[config.mk]
export PLATFORM = sky130hd
export DESIGN_NAME = hq_ram
export DESIGN_NICKNAME = d
export VERILOG_FILES = /design/src/rtl/hq_ram.sv
export SDC_FILE = /design/constraint.sdc
export NUM_CORES = 2
export LEC_CHECK = 0
export BUFFER_PORTS_ARGS = -buffer_cell sky130_fd_sc_hd__buf_2
export CAP_MARGIN = 20
export CORE_MARGIN = 2
export CORE_UTILIZATION = 57
export CTS_CLUSTER_SIZE = 24
export DETAILED_ROUTE_END_ITERATION = 10
export PLACE_DENSITY = 0.76
export SYNTH_ARGS = -nofsm -noshare
export SYNTH_HDL_FRONTEND = slang
export SYNTH_SLANG_ARGS = --single-unit
[constraint.sdc]
create_clock -name i_clk -period 1.85 [get_ports i_clk]
set_input_delay 0.0925 -clock i_clk [delete_from_list [all_inputs] [get_ports i_clk]]
set_output_delay 0.0925 -clock i_clk [all_outputs]
set_load 0.05 [all_outputs]
[src/rtl/hq_ram.sv]
// Generic simple dual-port RAM, one write and one registered read port.
// No dependencies.
module hq_ram #(
    parameter int W = 8,
    parameter int D = 256
) (
    input  logic                 i_clk,
    input  logic                 i_we,
    input  logic [$clog2(D)-1:0] i_waddr,
    input  logic [W-1:0]         i_wdata,
    input  logic [$clog2(D)-1:0] i_raddr,
    output logic [W-1:0]         o_rdata
);
    logic [W-1:0] r_mem [D];
    logic [W-1:0] r_rdata;

    always_ff @(posedge i_clk) begin
        if (i_we) begin
            r_mem[i_waddr] <= i_wdata;
        end
        r_rdata <= r_mem[i_raddr];
    end

    assign o_rdata = r_rdata;
endmodule

==> out/qor.csv <==
stage,metric,value,unit
outcome,status,finished with violations,
outcome,failing checks,negative setup slack,
cts,CTS H-Tree Depth,4,
timing,Worst-Margin Slew,0.782,ns
finish,Final Instance Area,94200,um^2
finish,Fill cells,8158,
grt,vias in the first global route,42900,
synth,Post-synth ARST share,0,%
synth,"EDFF count, synth",2048,
power_and_ir_drop,Leak,0.0307,uW
power_and_ir_drop,maximum vdd drop,816,uV
route,Met1 Wirelength,73.3,mm
min_path,Hold Crit Class,primary input to register,
timing,Final WS setup,-0.541,ns
floorplanning,FP Rows,137,
route,met3 WL post-DR,24.3,mm
power_and_ir_drop,PD cells,1010,nW/um^2
finish,multi-input logic area,17000,um^2
place,placed cells,6148,
finish,share of layout cells above drive strength 1,33.9,%
cts,Post-CTS Setup Inserts,0,
floorplanning,Die Footprint,143000,um^2
floorplanning,core area,139000,um^2
worst_setup_path,CP Capture Type,register,
floorplanning,DIE HEIGHT,378,um
cts,worst-skew pair later-pin latency,0.84,ns
route,number of vias per cell,6.60,
synth,"Avg Cell Area, Syn",21.3,um^2
worst_setup_path,CP Max Fanout,1,
finish,FF+latch area,61700,um^2
cts,clk sinks,2056,
finish,"most common cell after layout, fill and taps aside",edfxtp_1,
timing,Max Fclk,418,MHz
place,port bufs,33,
synth,Synth Net Count,3759,
synth,Post-Synthesis Cell Area,79600,um^2
cts,Worst-path clk slew,0.06,ns
timing,Tcrit/Tclk final,129,%
flow_run,max_cap viols,0,
synth,main flop type after synthesis,edfxtp_1,
worst_setup_path,Startpoint Class,register,
route,DRC Markers,0,
route,First DRT Iteration DRCs,6362,
timing,clock skew,0.0289,ns
route,antenna-violating nets left,0,
floorplanning,chip width,378,um
place,Placed Area,87600,um^2
worst_setup_path,r2r setup slk,-0.54,ns
floorplanning,initial core utilization,57.2,%
synth,register area share after synthesis,77.5,%
route,DR top layer,met5,
timing,max_slew headroom,47.9,%
grt,largest net degree at the start of global routing,90,
grt,GRT Total Usage,28.8,%
cts,CTS tree,built,
synth,cells after synthesis,3733,
route,wire per inst,31.2,um
place,Placement Setup Slack,-1.28,ns
grt,grt ovf,0,
grt,wire length of the first global-routing pass,293,mm
cts,Root Buffer,clkbuf_16,
synth,"Distinct cells, synth",55,
timing,minimum clock period,2.39,ns
finish,Syn-to-layout area delta,18.4,%
synth,Yosys reg bits,2056,
worst_setup_path,critical path class,register to register,
finish,"commonest cells after routing, fill and taps aside","2048 x edfxtp_1, 642 x buf_4, 455 x mux4_2, 263 x nor2_1, 200 x clkbuf_16",
timing,number of setup violations in the final report,8,
worst_setup_path,WP data required,2.55,ns
floorplanning,IO Count,34,
timing,final hold vios,0,
finish,nets@finish,4506,
place,dpl hpwl,129,mm
place,GP Congestion,0.941,
grt,initial antenna violation count,7,
timing,Final Max Slew Viols,0,
route,final wirelength,203,mm
timing,unrepaired setup endpoints after global routing,true,
worst_setup_path,CP arrival,3.09,ns
cts,Clock Path Buffers,3,
finish,fin util,67.8,%
finish,Layout Cells excl Fill,6516,
route,Vias,43000,
finish,Antenna Cells,0,
synth,Yosys warning count,0,
cts,cts bufs inserted,195,
route,total iterations of the first detailed-routing run,7,
route,routed wl met2,96.7,mm
## kinds of logic after synthesis
logic type | share of synthesized area [%]
AO/OA/AOI/OAI | 3.42
buffers and inverters | 1.83
flip-flops | 77.5
multiplexers | 14.6
AND/OR/NAND/NOR | 2.63
## layer usage
layer  global-route usage, %  vias up
met2                    44.9     3081
met1                    39.3    22200
met3                    7.38      520
li1                        -    17200
met4                    12.2       12
met5                       0        -
## worst max-delay path, stage by stage, from the launching register on
cell and delay (ns):
edfxtp_1 0.36, mux4_2 0.52, a22o_4 0.30, a221oi_4 0.43, o32ai_2 0.18, nor3_2 0.23
buf_4 0.20, nor4_2 0.05
## path summary, 6_finish.rpt
kind                               start                 endpoint  cells past startpoint
setup / recovery  r_mem[83][6]$_DFFE_PP_       o_rdata[6]$_DFF_P_                      7
hold / removal                i_waddr[3]  r_mem[206][2]$_DFFE_PP_                      5
setup reg to reg  r_mem[83][6]$_DFFE_PP_       o_rdata[6]$_DFF_P_                      7
hold reg to reg   r_mem[32][5]$_DFFE_PP_       o_rdata[5]$_DFF_P_                      7
## cells in the mapped netlist, types with 24 or more instances
cell	instances	area, um^2
o22ai_1	28	175
nand3_1	34	170
mux4_2	454	10200
clkbuf_1	111	417
a22oi_1	133	998
nor2b_1	31	194
mux2i_1	134	1340
nor4_1	24	150
buf_2	31	155
edfxtp_1	2048	61500
o221ai_1	46	403
a21oi_1	96	480
buf_4	27	203
nand2_1	33	124
nor2_1	282	1060
## layout make-up
type / instances / share of cell area [%]
multi-input combinational: 1442 / 18.0
inverter: 2 / 0.00797
timing repair buffer: 783 / 7.58
tap: 1876 / 2.49
sequential: 2056 / 65.4
clock inverter: 105 / 0.887
clock buffer: 252 / 5.56
## metrics by stage
step | TNS [ns] | hold WS [ns] | power, uW
2_1_floorplan | -38.64 | 0.191 | 55100
3_3_place_gp | -8.93 | 0.463 | 57800
3_5_place_dp | -16.06 | 0.465 | 57900
4_1_cts | -2.62 | 0.0151 | 95600
5_1_grt | -2.91 | 0.0833 | 97600
6_report | -2.76 | 0.0729 | 95400
## sequential cells by signal, indices dropped and copies added, names as in the netlist
signal / cells
o_rdata: 8
r_mem: 2048
## where the power goes
group          internal (uW)  switching [uW]  total (uW)  leakage (uW)
clock                  21500           16800       38200       0.00296
combinational           2320            3460        5780       0.00929
sequential             51300             102       51400        0.0185
## what timing repair did
| action | CTS | global route |
|---|---|---|
| pin swaps | 19 | 13 |
| resized for setup | 59 | 25 |
| setup endpoints to repair | 8 | 8 |
| hold endpoints to repair | 897 | 0 |
| hold buffers | 11 | 0 |
No activity file was read; power rests on OpenSTA's default activity.
