File: src/rtl/hq_pkg.sv
// Shared types, constants and helpers for the histogram equalizer.
// No dependencies; the top level and hq_div import it.
package hq_pkg;

    localparam int MAX_WIDTH  = 256;
    localparam int MAX_HEIGHT = 256;
    localparam int LUMA_BINS  = 256;
    localparam int STORE_DEPTH = MAX_WIDTH * MAX_HEIGHT;
    localparam int STORE_AW   = $clog2(STORE_DEPTH);
    localparam int BIN_AW     = $clog2(LUMA_BINS);
    localparam int CNT_W      = STORE_AW + 1;
    localparam int SIZE_W     = 9;

    localparam int DIVIDEND_W = 24;
    localparam int DIVISOR_W  = CNT_W;
    localparam int QUO_W      = 10;
    localparam int REM_W      = DIVISOR_W + QUO_W - 1;
    localparam int DCNT_W     = $clog2(QUO_W);

    // x / 1000 == (x * CSC_RECIP) >> CSC_SHIFT, exact for x below 2^22
    localparam int                  CSC_MAG_W = 20;
    localparam logic [CSC_MAG_W-1:0] CSC_RECIP = CSC_MAG_W'(536871);
    localparam int                  CSC_SHIFT = 29;

    localparam logic [1:0] ST_OK       = 2'd0;
    localparam logic [1:0] ST_NO_FRAME = 2'd1;
    localparam logic [1:0] ST_RANGE    = 2'd2;

    localparam logic REQ_LOAD = 1'b0;
    localparam logic REQ_READ = 1'b1;

    localparam logic CFG_WIDTH  = 1'b0;
    localparam logic CFG_HEIGHT = 1'b1;

    typedef enum logic [3:0] {
        S_CLEAR, S_IDLE, S_DIV, S_DWAIT, S_LD_STORE, S_LD_HIST,
        S_MAP_RD, S_MAP_ACC, S_MAP_WAIT, S_RD_PIX, S_RD_MAP, S_OUT
    } t_state;

    typedef struct packed {
        logic                  start;
        logic [DIVIDEND_W-1:0] dividend;
        logic [DIVISOR_W-1:0]  divisor;
    } t_div_req;

    typedef struct packed {
        logic             done;
        logic [QUO_W-1:0] quo;
    } t_div_rsp;

    function automatic logic [SIZE_W-1:0] eff_size(input logic [SIZE_W-1:0] v,
                                                   input logic [SIZE_W-1:0] max);
        if (v == '0) return SIZE_W'(1);
        return (v > max) ? max : v;
    endfunction

    function automatic logic [7:0] clamp8(input logic signed [QUO_W:0] v);
        if (v < 0) return 8'd0;
        if (v > 255) return 8'd255;
        return v[7:0];
    endfunction

endpackage

File: src/rtl/hq_div.sv
// Restoring divider, one quotient bit per cycle.
// Depends on hq_pkg.
module hq_div (
    input  logic             i_clk,
    input  logic             i_rst_n,
    input  hq_pkg::t_div_req i_req,
    output hq_pkg::t_div_rsp o_rsp
);
    import hq_pkg::*;

    logic [REM_W-1:0]  r_rem;
    logic [REM_W-1:0]  r_dsh;
    logic [QUO_W-1:0]  r_quo;
    logic [DCNT_W-1:0] r_cnt;
    logic              r_busy;
    logic              r_done;
    logic              w_ge;

    assign w_ge = (r_rem >= r_dsh);

    always_ff @(posedge i_clk) begin
        if (!i_rst_n) begin
            r_busy <= 1'b0;
            r_done <= 1'b0;
        end else begin
            r_done <= r_busy && (r_cnt == DCNT_W'(QUO_W - 1));
            if (i_req.start) begin
                r_busy <= 1'b1;
            end else if (r_busy && (r_cnt == DCNT_W'(QUO_W - 1))) begin
                r_busy <= 1'b0;
            end
        end
    end

    always_ff @(posedge i_clk) begin
        if (i_req.start) begin
            r_rem <= REM_W'(i_req.dividend);
            r_dsh <= {i_req.divisor, (QUO_W-1)'(0)};
            r_quo <= '0;
            r_cnt <= '0;
        end else if (r_busy) begin
            if (w_ge) begin
                r_rem <= r_rem - r_dsh;
            end
            r_quo <= {r_quo[QUO_W-2:0], w_ge};
            r_dsh <= r_dsh >> 1;
            r_cnt <= r_cnt + DCNT_W'(1);
        end
    end

    assign o_rsp.done = r_done;
    assign o_rsp.quo  = r_quo;
endmodule

File: config.mk
export PLATFORM = sky130hd
export DESIGN_NAME = hq_div
export DESIGN_NICKNAME = d
export VERILOG_FILES = /design/src/rtl/hq_pkg.sv /design/src/rtl/hq_div.sv
export SDC_FILE = /design/constraint.sdc
export NUM_CORES = 1
export LEC_CHECK = 0
export ABC_CLOCK_PERIOD_IN_PS = 3500
export BUFFER_PORTS_ARGS = -buffer_cell sky130_fd_sc_hd__buf_2
export CAP_MARGIN = 20
export CORE_UTILIZATION = 40
export CTS_CLUSTER_DIAMETER = 40
export DETAILED_ROUTE_END_ITERATION = 12
export HOLD_SLACK_MARGIN = 0.08
export PLACE_DENSITY = 0.61
export SETUP_SLACK_MARGIN = 0.4
export SYNTH_ARGS = -nofsm -noshare
export SYNTH_HDL_FRONTEND = slang
export SYNTH_SLANG_ARGS = --single-unit
File: constraint.sdc
create_clock -name i_clk -period 3.5 [get_ports i_clk]
set_input_delay 0.525 -clock i_clk [delete_from_list [all_inputs] [get_ports i_clk]]
set_output_delay 0.525 -clock i_clk [all_outputs]
set_load 0.05 [all_outputs]
==> reports/results.ini <==
[cts]
cts_root_buf=clkbuf_8
cts_buffer_depth=2
htree_levels=3
cts-hold-fix-buffers=0
path_clk_slew_ps=80
cts_sinks=68
cts_buffers=9
cts_setup_buffers=0
cts_tree=done
clk_latency_ps=350

[layout]
area_growth_pct=14.7
stdcell_area_sq_um=4750
final_util_pct=47.9
seqCellArea_sq_um=1770
fill_cells=983
layout-drive-gt1-share_pct=17.6
fin_nets=562
antenna_cells=0
multi_input_area_sq_um=2140

[route]
first_iter_violations=155
vias_per_cell=5.31
ant_nets=0
drc_errors=0
wl_per_cell_um=14.7
dr.pass1.iters=4
wirelength_um=9190
dr_total_vias=3330

[logic_synthesis]
synth_edf_count=41
syn_area_sq_um=4140
yosys_warnings=0
netlist.area_leader.share_pct=29.7
post-synth-top-count-cell=nor2_1
ys.flop_type=edfxtp_1
synth_top_area_cell=edfxtp_1
ys_types=59
ys_top_cells_by_area=edfxtp_1 (30%), dfxtp_1 (13%), ha_1 (8.5%)
synthArstFlopShare_pct=0
yosys-top-cells-count=nor2_1 (42), edfxtp_1 (41), inv_1 (39)
seq_area_frac_synth_pct=42.8
synth_nets=510
synthCells=437
ys_ff_latch=68
synth_area_per_cell_sq_um=9.47

[setup_path]
crit_chain=inv_1, ha_1, inv_1, fa_1, a211oi_2, o21ai_2, a31oi_2, o211a_4, o211ai_2, nand2b_1, buf_4
cp_slowest_cell=fa_1
worst-r2r-cell-count=11
r2r_slack_ps=670
cp.required_ps=3600
path_delay_family=compound AO/OA/AOI/OAI gates
crit_cells=11
cpPeakStageDelay_ps=440
critPathBufInv=3
path_class=flip-flop to flip-flop
start_kind=flip-flop
arrival_ps=2920
critPathMostFrequentCell=inv_1
path_max_fanout=13
worst_setup_path_end_kind=flip-flop

[global_route]
grt-ovfl-total=0
grt_pass1_vias=3209
grt_use_total_pct=18.0
use_met3_pct=4.41
busiest_layer=met2
met1_usage_pct=24.8
grt_max_degree=95
grt_util_met2_pct=27.3
antenna_found_initial=0
grt_pass1_wl_um=15500

[die]
start_util_pct=41.8
die-width_um=104
io_pins=55
dieHeight_um=104
num_rows=36
die_area_sq_um=10800
core_sq_um=9910

[placement]
gp_congestion=0.842
numPortBuffers=54
place_area_sq_um=4540
place_ws_ps=709
dp_hpwl_um=6450

[timing]
tns_ps=0
max-slew-margin-rel_pct=39.3
setup_ws_ps=672
final-hold-violation-count=0
rsz0062_at_grt=no
holdWs_ps=406
tightestPinTransition_ps=911
fin_crit_sh_pct=80.8
fmax_mhz=354
finalClockSkew_ps=9.51
drv_slew=0
min_period_ps=2830
setup_viol=0

[job]
cap_violations=0

[run_status]
status=completed

[pwr]
ir_drop_mv=0.170
leakage_nw=2.00
power_density_nw_per_um2=564

[min_path]
min_path_cells=3
min_path_type=input pin to flip-flop

## registers in the layout, indices dropped and copies added (netlist names)
register,flops
r_busy,1
r_cnt,4
r_done,1
r_dsh,26
r_quo,10
r_rem,26
## per-stage QoR
step	total power, mW	std cells
floorplan	1.79	437
global placement	2.00	611
detailed placement	2.02	611
CTS	2.68	627
global route	2.86	627
finish	2.68	627
## layout make-up
class                      count  share of cell area [%]
inverter                      41                    3.24
clock inverter                 5                   0.632
clock buffer                  11                    3.66
multi-input combinational    310                    45.2
tap                          133                    3.50
timing repair buffer          59                    6.48
sequential                    68                    37.3
## layer usage
| layer | share of wire, % | wire (um) | vias up |
|---|---|---|---|
| met3 | 3.6 | 334 | 12 |
| met1 | 51 | 4660 | 1566 |
| li1 | - | - | 1693 |
| met2 | 44 | 4060 | 59 |
| met4 | 1.5 | 136 | 0 |
| met5 | 0 | 0 | - |
## worst min-delay path, delay by kind of cell
kind / cells / cell delay [ps]
buffers and inverters: 1 / 100
and+or+nand+nor: 2 / 80
## layout by cell type, fill, tap and decap left out, drive strengths merged, types with 5 or more instances in the layout
cell type	synthesis	final
buf	11	59
nor2	42	42
edfxtp	41	41
inv	40	41
nand2	33	33
a21oi	28	28
ha	28	28
o21ai	28	28
dfxtp	27	27
mux2i	19	19
a22o	16	16
nand3	14	14
clkbuf	7	11
xor2	10	10
xnor2	9	9
a21o	7	7
nand4	6	6
a31oi	5	5
clkinv	1	5
## what timing repair did
item | CTS | global route
hold endpoints to repair | 0 | 0
resized for setup | 0 | 1
setup endpoints to repair | 0 | 1
## where the power goes
part           total [mW]  internal, mW  leakage, nW  switching, mW
clock               0.661         0.341        0.110          0.320
sequential           1.02         0.979        0.635         0.0434
combinational       0.993         0.408         1.26          0.585
## path summary, 6_finish.rpt
kind	startpoint	end
setup / recovery	r_rem[0]	r_rem[15]
setup reg to reg	r_rem[0]	r_rem[15]
hold / removal	i_rst_n	r_done
hold reg to reg	r_quo[9]	r_quo[9]
## cells by family (layout without fill, tap and decap cells)
group | Yosys count | count (layout) | share of synthesized area [%]
AO/OA/AOI/OAI | 120 | 120 | 20.2
AND/OR/NAND/NOR | 122 | 122 | 13.7
XOR/XNOR | 19 | 19 | 4.02
multiplexers | 20 | 20 | 4.87
flip-flops | 68 | 68 | 42.8
adder cells (fa/ha/maj) | 29 | 29 | 8.95
buffers and inverters | 59 | 116 | 5.53
No activity file was read; power rests on OpenSTA's default activity.
